`config.mk`:
```
export PLATFORM = sky130hd
export DESIGN_NAME = srdiv_fix
export DESIGN_NICKNAME = d
export VERILOG_FILES = /design/src/srdiv_pkg.sv /design/src/srdiv_fix.sv
export SDC_FILE = /design/constraint.sdc
export NUM_CORES = 1
export LEC_CHECK = 0
export BUFFER_PORTS_ARGS = -buffer_cell sky130_fd_sc_hd__buf_2
export CORE_MARGIN = 4
export CORE_UTILIZATION = 36
export DETAILED_ROUTE_END_ITERATION = 10
export HOLD_SLACK_MARGIN = 0.06
export PLACE_DENSITY = 0.88
export SYNTH_ARGS = -nofsm -noshare
export SYNTH_HDL_FRONTEND = slang
export SYNTH_SLANG_ARGS = --single-unit
```
`constraint.sdc`:
```
create_clock -name clk -period 0.8 [get_ports clk]
set_clock_uncertainty 0.05 [all_clocks]
set_input_delay 0.08 -clock clk [delete_from_list [all_inputs] [get_ports clk]]
set_output_delay 0.08 -clock clk [all_outputs]
set_load 0.01 [all_outputs]
```
`src/srdiv_pkg.sv`:
```
// shared constants and stage payload type for the signed restoring divider
package srdiv_pkg;

    localparam int DATA_W  = 32;
    localparam int STEPS   = DATA_W;
    localparam int LATENCY = STEPS + 2;

    localparam logic [DATA_W-1:0] MOST_NEG = {1'b1, {(DATA_W-1){1'b0}}};
    localparam logic [DATA_W-1:0] MOST_POS = {1'b0, {(DATA_W-1){1'b1}}};
    localparam logic [DATA_W-1:0] ALL_ONES = {DATA_W{1'b1}};
    localparam logic [DATA_W-1:0] ONE      = {{(DATA_W-1){1'b0}}, 1'b1};

    typedef struct packed {
        logic [DATA_W-1:0] rem;       // partial remainder
        logic [DATA_W-1:0] num;       // dividend magnitude bits still to shift in
        logic [DATA_W-1:0] den;       // divisor magnitude
        logic [DATA_W-1:0] quo;       // quotient bits found so far
        logic              neg;       // result sign
        logic              special;   // fixed result, skip the division
        logic [DATA_W-1:0] spec_val;
    } stage_t;

endpackage

```
`src/srdiv_fix.sv`:
```
// output stage: sign fix, special-case select and result register
module srdiv_fix (
    input  logic                                clk,
    input  logic                                rst_n,
    input  logic                                in_valid,
    input  srdiv_pkg::stage_t                   in_stage,
    output logic                                done,
    output logic signed [srdiv_pkg::DATA_W-1:0] quotient
);

    logic                         done_reg;
    logic [srdiv_pkg::DATA_W-1:0] quot_reg;
    logic [srdiv_pkg::DATA_W-1:0] quot_next;

    always_comb
    begin
        if (in_stage.special)
        begin
            quot_next = in_stage.spec_val;
        end
        else if (in_stage.neg)
        begin
            quot_next = ~in_stage.quo + srdiv_pkg::ONE;
        end
        else
        begin
            quot_next = in_stage.quo;
        end
    end

    always_ff @(posedge clk or negedge rst_n)
    begin
        if (!rst_n)
        begin
            done_reg <= 1'b0;
        end
        else
        begin
            done_reg <= in_valid;
        end
    end

    always_ff @(posedge clk)
    begin
        quot_reg <= quot_next;
    end

    assign done     = done_reg;
    assign quotient = quot_reg;

endmodule

```
==> out/qor.yml <==
status:
  outcome: "finished with violations"
  violations: "negative hold slack, negative setup slack"
floorplanning:
  num_io_pins: 198
  rows: 26
  fp.dieH_microns: 82.55
  die_w_microns: 82.55
  die_area_sq_um: 6815
  coreArea_sq_um: 5238
  start_util: 0.3820
yosys:
  yosysUniqueCellTypes: 42
  ys.flop_type: "dfxtp_1"
  ys_seq_area_frac: 0.3327
  ys_ff_latch: 33
  synth-edff-count: 0
  syn_nets: 407
  async_flop_share: 0.03030
  yosysTopAreaCellShare: 0.3202
  syn-instance-count: 241
  yosysTopAreaCell: "dfxtp_1"
  syn_area_sq_um: 2001
  syn_avg_cell_area_sq_um: 8.302
  yosysWarnings: 0
  synth_top_cells_by_area: "dfxtp_1, o21ai_0, nor3b_1"
pwr:
  ir_drop_v: 0.0009550
  power.density_nw_per_um2: 1312
  p_leak_nw: 1.722
sta:
  max_freq_ghz: 0.5860
  slew_violations: 0
  final.period_utilization: 2.133
  setup_viol: 61
  setup_ws_ns: -0.9065
  fin_hold_ws_ns: -0.03375
  fin_tns_setup_ns: -21.34
  fin_crit_ns: 1.706
  slew_headroom: 0.7871
  hold_viol_final: 12
  rsz0062_at_grt: "yes"
  tightest_slew_ns: 0.3113
detailed_routing:
  viasPerCell: 5.499
  dr.pass1.iters: 4
  drc_errors: 0
  vias: 2656
  drt_iter0_drc: 117
  ant_nets: 0
  wl_per_cell_microns: 16.94
  wirelength_microns: 8180
worst_hold_path:
  hp-class: "input port to flop"
  min_from: "in_stage[18]"
grt:
  track_usage: 0.2278
  grt_pass1_vias: 2650
  grt-ovfl-total: 0
  antenna_found_initial: 0
  grt_max_degree: 32
  grt_pass1_wl_microns: 11940
finish:
  layout.cells.non_filler: 483
  area_growth_syn_to_layout_pct: 92.81
  nets: 578
  final_cell_mix: "buf_2, buf_4, buf_6"
  layout_commonest_cell: "buf_2"
  n_antenna_cell: 0
  drive_above_1_share: 0.5545
  largest_reg_flops: 32
  design_area_sq_um: 3857
clock_network:
  cts_hold_buf: 18
  clock-sinks: 33
  numCtsBuffers: 5
  path_clk_slew_ns: 0.07
  clockRootBuffer: "clkbuf_8"
  cts_tree: "done"
  cts_buffer_depth: 2
  cts_max_level: 2
job:
  maxCapViolCount: 0
worst_setup_path:
  critPathRequiredTime_ns: 0.98
  worstPathArrival_ns: 1.89
  worstSetupStartpointType: "input port"
  endpoint: "quotient[19]"
  critPathKind: "input port to flop"
  cp-startpoint: "in_stage[37]"
  cp_max_fo: 2
  end_kind: "flop"
placement:
  portBuffers: 101
  placed_area_sq_um: 3055
  dp_cells: 447
  hpwl_microns: 5356
  place.gp.congestion: 0.8223
kinds of logic after synthesis:
logic type,count (synthesis),synth area share
AND/OR/NAND/NOR,104,0.3277
flip-flops,33,0.3327
buffers and inverters,24,0.04940
adder cells (fa/ha/maj),1,0.006253
AO/OA/AOI/OAI,60,0.1964
XOR/XNOR,14,0.06129
multiplexers,5,0.02627
report_power, final:
| group | total (mW) | leakage [nW] | internal [mW] | switching (mW) |
|---|---|---|---|---|
| Clock | 1.67 | 0.0585 | 1.02 | 0.654 |
| Combinational | 1.52 | 1.38 | 0.812 | 0.704 |
| Sequential | 1.87 | 0.282 | 1.82 | 0.0556 |
| Total | 5.06 | 1.72 | 3.65 | 1.41 |
worst min path at each step:
stage | endpoint | slack, ns | depth (start not counted)
6_report | quotient[18] | -0.03 | 3
4_1_cts | quotient[18] | -0.04 | 3
3_3_place_gp | done | -0.19 | 1
3_5_place_dp | done | -0.19 | 1
2_1_floorplan | done | -0.27 | 0
5_1_grt | quotient[18] | -0.02 | 3
routing by layer:
| metal | up-vias | global-route usage | part of all wire |
|---|---|---|---|
| met4 | 0 | 0.09477 | 0.021 |
| met1 | 1257 | 0.2503 | 0.39 |
| li1 | 1265 | - | - |
| met3 | 17 | 0.04447 | 0.073 |
| met2 | 117 | 0.4231 | 0.52 |
| met5 | - | 0 | 0 |
synthesized netlist by cell type (6+ instances only):
library cell	count
a21oi_1	12
clkbuf_1	17
dfxtp_1	32
nand2_1	16
nand3_1	12
nand4b_1	9
nor2_1	11
nor3_1	7
nor3b_1	13
o21ai_0	24
or3_1	6
xor2_1	11
worst max-delay path, cell delays in order:
cell     delay, ns
buf_6         0.09
or4_4         0.55
or4_4         0.56
or4b_1        0.51
nand3_1       0.10
final cells by class:
type / count / area [sq um]
multi-input combinational: 184 / 1521
tap: 70 / 87.58
clock buffer: 7 / 86.33
fill: 366 / 1380
clock inverter: 1 / 30.03
sequential: 33 / 683.2
inverter: 3 / 26.28
timing repair buffer: 185 / 1423
metrics by stage:
stage / power [mW] / setup slack [ns] / util
4_1_cts: 4.937 / -0.8611 / 0.6930
6_report: 5.061 / -0.9065 / 0.7365
2_1_floorplan: 2.427 / -1.114 / -
5_1_grt: 5.281 / -0.9183 / 0.7365
3_3_place_gp: 3.038 / -1.169 / 0.5834
3_5_place_dp: 3.074 / -1.208 / 0.5834
repair_timing:
item	CTS	global route
endpoints found under the setup margin	61	64
pin swaps	13	15
gates cloned	0	0
setup buffers	6	5
endpoints found under the hold margin	33	17
gates resized for setup	54	48
(Power assumes the default switching activity.)
