## config.mk

```make
export PLATFORM = sky130hd
export DESIGN_NAME = srdiv_step
export DESIGN_NICKNAME = d
export VERILOG_FILES = /design/src/srdiv_pkg.sv /design/src/srdiv_step.sv
export SDC_FILE = /design/constraint.sdc
export NUM_CORES = 1
export LEC_CHECK = 0
export ABC_AREA = 1
export ABC_CLOCK_PERIOD_IN_PS = 800
export BUFFER_PORTS_ARGS = -buffer_cell sky130_fd_sc_hd__buf_2
export CORE_AREA = 2 2 127 129
export CTS_BUF_LIST = sky130_fd_sc_hd__clkbuf_8
export CTS_CLUSTER_DIAMETER = 30
export DETAILED_ROUTE_END_ITERATION = 16
export DIE_AREA = 0 0 129 131
export GPL_TIMING_DRIVEN = 0
export PLACE_DENSITY = 0.74
export SLEW_MARGIN = 25
export SYNTH_ARGS = -nofsm -noshare
export SYNTH_HDL_FRONTEND = slang
export SYNTH_SLANG_ARGS = --single-unit
```

## constraint.sdc

```tcl
create_clock -name clk -period 0.8 [get_ports clk]
set_clock_uncertainty 0.05 [all_clocks]
set_input_delay 0.16 -clock clk [delete_from_list [all_inputs] [get_ports clk]]
set_output_delay 0.16 -clock clk [all_outputs]
set_load 0.01 [all_outputs]
```

## src/srdiv_pkg.sv

```systemverilog
// shared constants and stage payload type for the signed restoring divider
package srdiv_pkg;

    localparam int DATA_W  = 32;
    localparam int STEPS   = DATA_W;
    localparam int LATENCY = STEPS + 2;

    localparam logic [DATA_W-1:0] MOST_NEG = {1'b1, {(DATA_W-1){1'b0}}};
    localparam logic [DATA_W-1:0] MOST_POS = {1'b0, {(DATA_W-1){1'b1}}};
    localparam logic [DATA_W-1:0] ALL_ONES = {DATA_W{1'b1}};
    localparam logic [DATA_W-1:0] ONE      = {{(DATA_W-1){1'b0}}, 1'b1};

    typedef struct packed {
        logic [DATA_W-1:0] rem;       // partial remainder
        logic [DATA_W-1:0] num;       // dividend magnitude bits still to shift in
        logic [DATA_W-1:0] den;       // divisor magnitude
        logic [DATA_W-1:0] quo;       // quotient bits found so far
        logic              neg;       // result sign
        logic              special;   // fixed result, skip the division
        logic [DATA_W-1:0] spec_val;
    } stage_t;

endpackage

```

## src/srdiv_step.sv

```systemverilog
// one restoring shift-subtract step, one quotient bit per stage
module srdiv_step (
    input  logic              clk,
    input  logic              rst_n,
    input  logic              in_valid,
    input  srdiv_pkg::stage_t in_stage,
    output logic              out_valid,
    output srdiv_pkg::stage_t out_stage
);

    logic              valid_reg;
    srdiv_pkg::stage_t stage_reg;
    srdiv_pkg::stage_t stage_next;

    logic [srdiv_pkg::DATA_W:0]   trial;
    logic [srdiv_pkg::DATA_W+1:0] diff;
    logic                         fits;

    always_comb
    begin
        trial = {in_stage.rem, in_stage.num[srdiv_pkg::DATA_W-1]};
        diff  = {1'b0, trial} - {2'b00, in_stage.den};
        fits  = ~diff[srdiv_pkg::DATA_W+1];

        stage_next     = in_stage;
        // remainder stays below the divisor, so the low bits hold it
        stage_next.rem = fits ? diff[srdiv_pkg::DATA_W-1:0] : trial[srdiv_pkg::DATA_W-1:0];
        stage_next.num = {in_stage.num[srdiv_pkg::DATA_W-2:0], 1'b0};
        stage_next.quo = {in_stage.quo[srdiv_pkg::DATA_W-2:0], fits};
    end

    always_ff @(posedge clk or negedge rst_n)
    begin
        if (!rst_n)
        begin
            valid_reg <= 1'b0;
        end
        else
        begin
            valid_reg <= in_valid;
        end
    end

    always_ff @(posedge clk)
    begin
        stage_reg <= stage_next;
    end

    assign out_valid = valid_reg;
    assign out_stage = stage_reg;

endmodule

```

==> results.txt <==
Synth area leaders - dfxtp_1 50%, nand2_1 15%, inv_1 8.3%, ha_1 6.3%, nand3_1 4.5%
met2 Usage GRT - 59.3%
CP Launch Point - in_stage[129]
Setup CP Type - in -> reg
fin nets - 1565
Leakage - 6.52 nW
min Tclk post-route - 1500 ps
CTS tree - yes
hold path startpoint - in_stage[66]
Worst Path Max Fanout - 4
drt initial violations - 539
GRT met1 Usage - 37.6%
clk buf depth - 2
GRT met3 Usage - 11.2%
design area - 13200 um^2
Area Overhead vs Synth - 106%
# setup viols final - 195
die area - 16900 um^2
drt via density - 5.03
core area - 15600 um^2
Final HPWL DP - 18800 um
Final WS setup - -697 ps
Pre-antenna DRT Iters - 7
RSZ-0062 raised after global routing - yes
CP arrival - 1870 ps
predominant post-synthesis flop cell - dfxtp_1
cell area after synthesis - 6400 um^2
Syn Inst Count - 803
Max Fclk - 668 MHz
clock slew at reported path FFs - 100 ps
max cap viols - 0
CP most frequent cell - nand2_4
failing checks - negative setup slack
post-synth net total - 1001
htree depth - 4
Post-Place Setup Slack - -1270 ps
type of the worst min-delay path - in -> reg
number of synthesized flops with an enable pin - 0
sequence of cells on the critical path - buf_8 > inv_6 > ha_4 > inv_4 > fa_2 > nand3_2 > nand3_4 > nand2_4 > nand2_4 > nand2_4 > nand2_4 > xor2_1 > nand2_2 > nand2_1
Die Y - 131 um
I/O Pins - 328
GRT busiest layer - met2
share of cells above drive strength 1 - 56.8%
pwr/cell area - 1750 nW/um^2
CP max stage cell - fa_2
via count - 8056
Fin. Hold Viols - 0
Starting Density - 41.0%
Worst path max stage delay - 450 ps
Placed Area - 8670 um^2
Req. time, crit path - 1170 ps
final cycle utilization of the critical path - 187%
Post-Route WL - 35600 um
Slew Limit Fails - 0
gr usage total - 34.2%
largest net degree at the start of global routing - 19
Synth async-reset ratio - 0.617%
Core Rows - 46
mean post-synth cell area - 7.97 um^2
DR WL/cell - 22.2 um
vias in the first global route - 7883
Synth area leader - dfxtp_1
Critical Path End Type - flop
TritonCTS buffer count - 17
status - finished, violations left
Peak supply drop - 1.28 mV
antenna violations before repair - 7
most common cell after layout, fill and taps aside - buf_2
most frequent cells in the layout - 188 x buf_2, 168 x nand2_1, 163 x dlygate4sd3_1
crit start category - input port
number of port buffers - 325
Synth top area share - 50.4%
yosys warns - 0
#FFs+latches synth - 162
sequential fraction of the synthesis area - 50.8%
count of cell types in the netlist - 32
clk root buf - clkbuf_8
CTS Sinks - 162
drt drc - 0
GRT Residual Overflow - 0
Antenna Nets Post-Route - 0
Die Width - 129 um
wire length of the first global-routing pass - 43100 um
final RePlAce weighted congestion - 0.927
## worst max-delay path, delay by kind of cell
family | cells | cell delay (ps)
buffers and inverters | 3 | 180
and+or+nand+nor | 8 | 710
adders and majority gates | 2 | 570
xor gates and xnor gates | 1 | 220
## final cells by class
class	instances	area [um^2]
sequential	162	3390
clock inverter	15	173
timing repair buffer	547	4700
multi-input combinational	487	3700
tap	216	270
inverter	145	569
fill	802	2440
antenna	7	17.5
clock buffer	17	234
buffer	7	101
## what timing repair did
action	in CTS	in global routing
setup buffers	43	11
hold buffers	163	0
gates resized for setup	337	220
setup endpoints to repair	195	195
pin swaps	57	46
cloned	5	1
hold endpoints to repair	162	0
## cell usage after synthesis, types with 2 or more instances
library cell,count
nor2_2,3
inv_1,142
nand3_2,14
ha_1,32
dfxtp_1,161
nand2_1,264
nor2_1,40
o21bai_1,3
nand3_1,58
xor2_1,15
buf_2,5
nand4_1,7
nand3b_1,5
buf_6,2
nor3_1,3
inv_2,3
nand2_2,4
and2_1,10
buf_4,2
a21oi_1,18
## kinds of logic (layout without fill, tap and decap cells)
family                   Yosys count  in the layout  synth area share [%]
AO/OA/AOI/OAI                     23             23                  1.98
XOR/XNOR                          15             15                  2.05
adder cells (fa/ha/maj)           33             33                  6.57
buffers and inverters            155            731                  9.80
flip-flops                       162            162                  50.8
other                              1              8                0.0586
AND/OR/NAND/NOR                  414            415                  28.8
## state kept, by name, indices dropped and copies added, names as in the netlist
name,cells
out_stage,161
out_valid,1
## final timing paths
path	end	cells past startpoint
setup / recovery	out_stage[142]$_DFF_P_	14
hold / removal	out_stage[130]$_DFF_P_	5
min in group asynchronous	out_valid$_DFF_PN0_	3
max in group asynchronous	out_valid$_DFF_PN0_	3
## per-stage QoR
stage	total power, W	hold slack, ps	std cells	util, %	TNS [ps]
3_5_place_dp	0.0133	-114	1344	55.6	-39700
4_1_cts	0.0213	30.0	1584	78.6	-73060
5_1_grt	0.0237	92.8	1601	84.3	-81080
3_3_place_gp	0.0133	-115	1344	55.6	-39210
6_report	0.0230	74.9	1603	84.4	-76900
2_1_floorplan	0.0115	-186	803	-	-24950
## metal layers
layer / wire [um] / vias up
li1: - / 3578
met1: 12300 / 3777
met2: 17300 / 512
met3: 3600 / 187
met4: 2430 / 2
met5: 13 / -
## where the power goes
part	total (W)	leakage, nW	switching (W)	internal, W
Clock	0.00646	0.204	0.00409	0.00237
Combinational	0.00739	4.95	0.00376	0.00363
Sequential	0.00918	1.37	0.000345	0.00884
Total	0.0230	6.52	0.00819	0.0148
No activity file was read; power rests on OpenSTA's default activity.
