==> src/srdiv_pkg.sv <==
// shared constants and stage payload type for the signed restoring divider
package srdiv_pkg;

    localparam int DATA_W  = 32;
    localparam int STEPS   = DATA_W;
    localparam int LATENCY = STEPS + 2;

    localparam logic [DATA_W-1:0] MOST_NEG = {1'b1, {(DATA_W-1){1'b0}}};
    localparam logic [DATA_W-1:0] MOST_POS = {1'b0, {(DATA_W-1){1'b1}}};
    localparam logic [DATA_W-1:0] ALL_ONES = {DATA_W{1'b1}};
    localparam logic [DATA_W-1:0] ONE      = {{(DATA_W-1){1'b0}}, 1'b1};

    typedef struct packed {
        logic [DATA_W-1:0] rem;       // partial remainder
        logic [DATA_W-1:0] num;       // dividend magnitude bits still to shift in
        logic [DATA_W-1:0] den;       // divisor magnitude
        logic [DATA_W-1:0] quo;       // quotient bits found so far
        logic              neg;       // result sign
        logic              special;   // fixed result, skip the division
        logic [DATA_W-1:0] spec_val;
    } stage_t;

endpackage

==> src/srdiv_prep.sv <==
// input stage: operand magnitudes, result sign and special-case decode
module srdiv_prep (
    input  logic                                   clk,
    input  logic                                   rst_n,
    input  logic                                   start,
    input  logic signed [srdiv_pkg::DATA_W-1:0]    dividend,
    input  logic signed [srdiv_pkg::DATA_W-1:0]    divisor,
    output logic                                   valid,
    output srdiv_pkg::stage_t                      stage
);

    logic              valid_reg;
    logic              valid_next;
    srdiv_pkg::stage_t stage_reg;
    srdiv_pkg::stage_t stage_next;

    logic [srdiv_pkg::DATA_W-1:0] x;
    logic [srdiv_pkg::DATA_W-1:0] y;
    logic                         x_min;
    logic                         y_min;

    always_comb
    begin
        x     = dividend;
        y     = divisor;
        x_min = (x == srdiv_pkg::MOST_NEG);
        y_min = (y == srdiv_pkg::MOST_NEG);

        valid_next          = start;
        stage_next.rem      = '0;
        stage_next.num      = x[srdiv_pkg::DATA_W-1] ? (~x + srdiv_pkg::ONE) : x;
        stage_next.den      = y[srdiv_pkg::DATA_W-1] ? (~y + srdiv_pkg::ONE) : y;
        stage_next.quo      = '0;
        stage_next.neg      = x[srdiv_pkg::DATA_W-1] ^ y[srdiv_pkg::DATA_W-1];
        stage_next.special  = 1'b1;
        stage_next.spec_val = '0;

        if (x_min && y_min)
        begin
            stage_next.spec_val = srdiv_pkg::ONE;
        end
        else if (y_min)
        begin
            stage_next.spec_val = '0;
        end
        else if (y == '0)
        begin
            // divide by zero: +max or -max by dividend sign
            stage_next.spec_val = x[srdiv_pkg::DATA_W-1] ?
                                  (~srdiv_pkg::MOST_POS + srdiv_pkg::ONE) :
                                  srdiv_pkg::MOST_POS;
        end
        else if (x_min && (y == srdiv_pkg::ALL_ONES))
        begin
            stage_next.spec_val = srdiv_pkg::MOST_POS;
        end
        else
        begin
            stage_next.special = 1'b0;
        end
    end

    always_ff @(posedge clk or negedge rst_n)
    begin
        if (!rst_n)
        begin
            valid_reg <= 1'b0;
        end
        else
        begin
            valid_reg <= valid_next;
        end
    end

    always_ff @(posedge clk)
    begin
        stage_reg <= stage_next;
    end

    assign valid = valid_reg;
    assign stage = stage_reg;

endmodule

==> config.mk <==
export PLATFORM = sky130hd
export DESIGN_NAME = srdiv_prep
export DESIGN_NICKNAME = d
export VERILOG_FILES = /design/src/srdiv_pkg.sv /design/src/srdiv_prep.sv
export SDC_FILE = /design/constraint.sdc
export NUM_CORES = 1
export LEC_CHECK = 0
export BUFFER_PORTS_ARGS = -buffer_cell sky130_fd_sc_hd__buf_2
export CAP_MARGIN = 15
export CORE_AREA = 4 4 106 108
export DETAILED_ROUTE_END_ITERATION = 7
export DIE_AREA = 0 0 110 112
export MAX_ROUTING_LAYER = met4
export PLACE_DENSITY = 0.68
export SLEW_MARGIN = 20
export SYNTH_ARGS = -nofsm -noshare
export SYNTH_HDL_FRONTEND = slang
export SYNTH_SLANG_ARGS = --single-unit
==> constraint.sdc <==
create_clock -name clk -period 1.35 [get_ports clk]
set_input_delay 0.27 -clock clk [delete_from_list [all_inputs] [get_ports clk]]
set_output_delay 0.27 -clock clk [all_outputs]
set_load 0.02 [all_outputs]
==> flow_summary.json <==
{
  "min-delay-path-class": "in -> reg",
  "final.setup.worst_slack_ns": -0.336,
  "buffer_ports.inserted": 165,
  "maxUsedRoutingLayer": "met4",
  "initial_core_util": 0.348,
  "cts_num_sinks": 70,
  "largest_reg_flops": 69,
  "critPathSlowestCell": "or4_4",
  "number_of_violations_reported_at_the_end_of_detailed_routing_iteration_0": 81,
  "floorplan.io_pins": 230,
  "critical_path.endpoint_type": "flop",
  "hold_path_startpoint": "divisor[0]",
  "vias_in_the_first_global_route": 3297,
  "drive_above_1_share": 0.529,
  "postSynthCellCount": 375,
  "place_congestion": 0.813,
  "design.die.area_um2": 12300,
  "dp_hpwl_um": 8410,
  "fin_setup_tns_ns": -6.95,
  "synth.largest_area_cell": "dfxtp_1",
  "finalWirelength_um": 10400,
  "routed-via-count": 3276,
  "place.detailed.instances": 733,
  "synth_cell_types": 34,
  "post-route-cell-area_um2": 5430,
  "postSynthAreaPerCell_um2": 9.49,
  "clkTransAtPathRegs_ns": 0.08,
  "failed_checks": "negative setup slack",
  "die_width_um": 110,
  "commonest_cells_in_the_synthesized_netlist": "93 x buf_4, 69 x dfxtp_1, 58 x xnor2_1",
  "antenna_violating_nets_left": 0,
  "crit_path_max_fanout": 4,
  "dpl-instance-area_um2": 4940,
  "yosys_warnings": 0,
  "area.growth.synth_to_final_pct": 52.5,
  "placement_rows": 37,
  "route.detailed.wl_per_inst_um": 13.8,
  "antenna_found_initial": 0,
  "critical-path-max-stage-delay_ns": 0.55,
  "setup.worst_path.class": "in -> reg",
  "maxClockFrequency_mhz": 593,
  "cts_made_buffers": 9,
  "die-height_um": 112,
  "grt_overflow": 0,
  "cp_data_required_time_ns": 1.61,
  "tritoncts": "done",
  "setup.worst_path.start_class": "input port",
  "antenna_cells_inserted": 0,
  "final_cell_count_no_fill": 754,
  "coreArea_um2": 10200,
  "power.density_cell_area_nw_per_um2": 998,
  "layout.area.seq_um2": 1410,
  "htree_num_levels": 3,
  "timing.final.hold_violations": 0,
  "grt_util_all_layers": 0.164,
  "ctsRootBufferMaster": "clkbuf_8",
  "drt_drc_violations_left": 0,
  "grt_setup_unrepaired": "yes",
  "final.fill_count": 948,
  "final_max_slew_viol_count": 0,
  "wl_met1_um": 3970,
  "routed-wl-met2_um": 5380,
  "detail_route.first_pass.iterations": 4,
  "global_route_wire_length_before_repair_um": 15400,
  "setup.worst_path.start": "divisor[11]",
  "detail_route.vias_per_cell": 4.34,
  "cts-root-to-sink-buffers": 2,
  "max_cap_viol_count": 0,
  "area_of_combinational_cells_with_multiple_inputs_um2": 1920,
  "grt_max_degree": 37,
  "run_status": "complete, but fails checks",
  "synthesis.area_um2": 3560,
  "netlist_top_cells_area": "dfxtp_1 39%, buf_4 20%, xnor2_1 14%",
  "synth-edff-count": 0,
  "peakVddDrop_mv": 0.486,
  "nets": 683,
  "arrival_ns": 1.94,
  "synth_top_flop_cell": "dfxtp_1",
  "yosysSeqAreaShare": 0.395,
  "report.final.setup_viol": 38,
  "detailroute.wirelength.met3_um": 943,
  "worstPathCellList": "buf_6 -> or4_4 -> nor4_4 -> buf_4 -> nand4_1 -> or3_4 -> o31ai_2",
  "leakagePower_nw": 2.56,
  "yosysMostFrequentCell": "buf_4",
  "period_share": 1.25,
  "yosys.area.top_type_share": 0.388,
  "synth-async-reset-ratio": 0.0143,
  "period_minus_slack_ns": 1.69,
  "postSynthRegisterBits": 70
}
worst max-delay path: cells and delay by family:
family,cells,cell delay (ns)
buffers and inverters,2,0.25
AND/OR/NAND/NOR,4,1.24
AO/OA/AOI/OAI,1,0.17
routing by layer:
metal,GRT usage,up-vias
li1,-,1609
met1,0.180,1489
met2,0.288,163
met3,0.0441,15
met4,0.0449,0
met5,-,-
stage by stage:
stage	utilization	total power (W)	setup WS, ns	hold WS (ns)
after global routing	0.531	0.00569	-0.373	0.123
after global placement	0.483	0.00368	-0.698	0.0439
after detailed placement	0.483	0.00371	-0.733	0.0459
after CTS	0.513	0.00547	-0.324	0.116
final	0.531	0.00542	-0.336	0.142
after floorplan	-	0.00321	-0.557	-0.0256
worst paths after layout:
path,to,slack (ns),depth (start not counted)
max in group asynchronous,valid,1.04,2
worst min-delay path,stage[66],0.14,1
worst max-delay path,stage[29],-0.34,7
min in group asynchronous,valid,0.23,2
cell usage in the layout (no fill, tap or decap), types with 6 or more instances in the layout:
master / n
buf_2: 131
buf_4: 123
buf_6: 6
clkbuf_8: 9
conb_1: 64
dfxtp_1: 69
inv_1: 6
nand2_1: 20
nand4_1: 14
nor2_1: 6
o21ai_0: 6
o21ai_1: 12
o31ai_1: 6
o31ai_2: 7
o41ai_2: 6
xnor2_1: 58
area by class of cell:
class | count | share of cell area
clock inverter | 6 | 0.0131
multi-input combinational | 262 | 0.354
clock buffer | 10 | 0.0235
tap | 136 | 0.0314
timing repair buffer | 264 | 0.314
sequential | 70 | 0.259
inverter | 6 | 0.00415
what timing repair did:
action / 4_1_cts / 5_1_grt
gates resized for setup: 14 / 49
endpoints found under the setup margin: 65 / 73
cloned: 0 / 0
pin swaps: 13 / 9
endpoints found under the hold margin: 2 / 0
hold buffers: 2 / 0
buffers inserted: 2 / 1
logic make-up (layout without fill, tap and decap cells):
logic type	after synthesis	count (layout)	share of synthesized area
other	1	64	0.00105
multiplexers	1	1	0.00281
XOR/XNOR	59	59	0.145
AO/OA/AOI/OAI	50	50	0.0998
AND/OR/NAND/NOR	85	85	0.136
adder cells (fa/ha/maj)	3	3	0.0105
flip-flops	70	70	0.395
buffers and inverters	106	286	0.210
report_power, final:
| group | leakage [nW] | switching (W) | internal, W | total, W |
|---|---|---|---|---|
| Combinational | 1.88 | 0.000839 | 0.000540 | 0.00138 |
| Sequential | 0.592 | 0.0000475 | 0.00226 | 0.00231 |
| Clock | 0.0931 | 0.000858 | 0.000867 | 0.00173 |
Note: power is estimated with default switching activity, not from simulation.
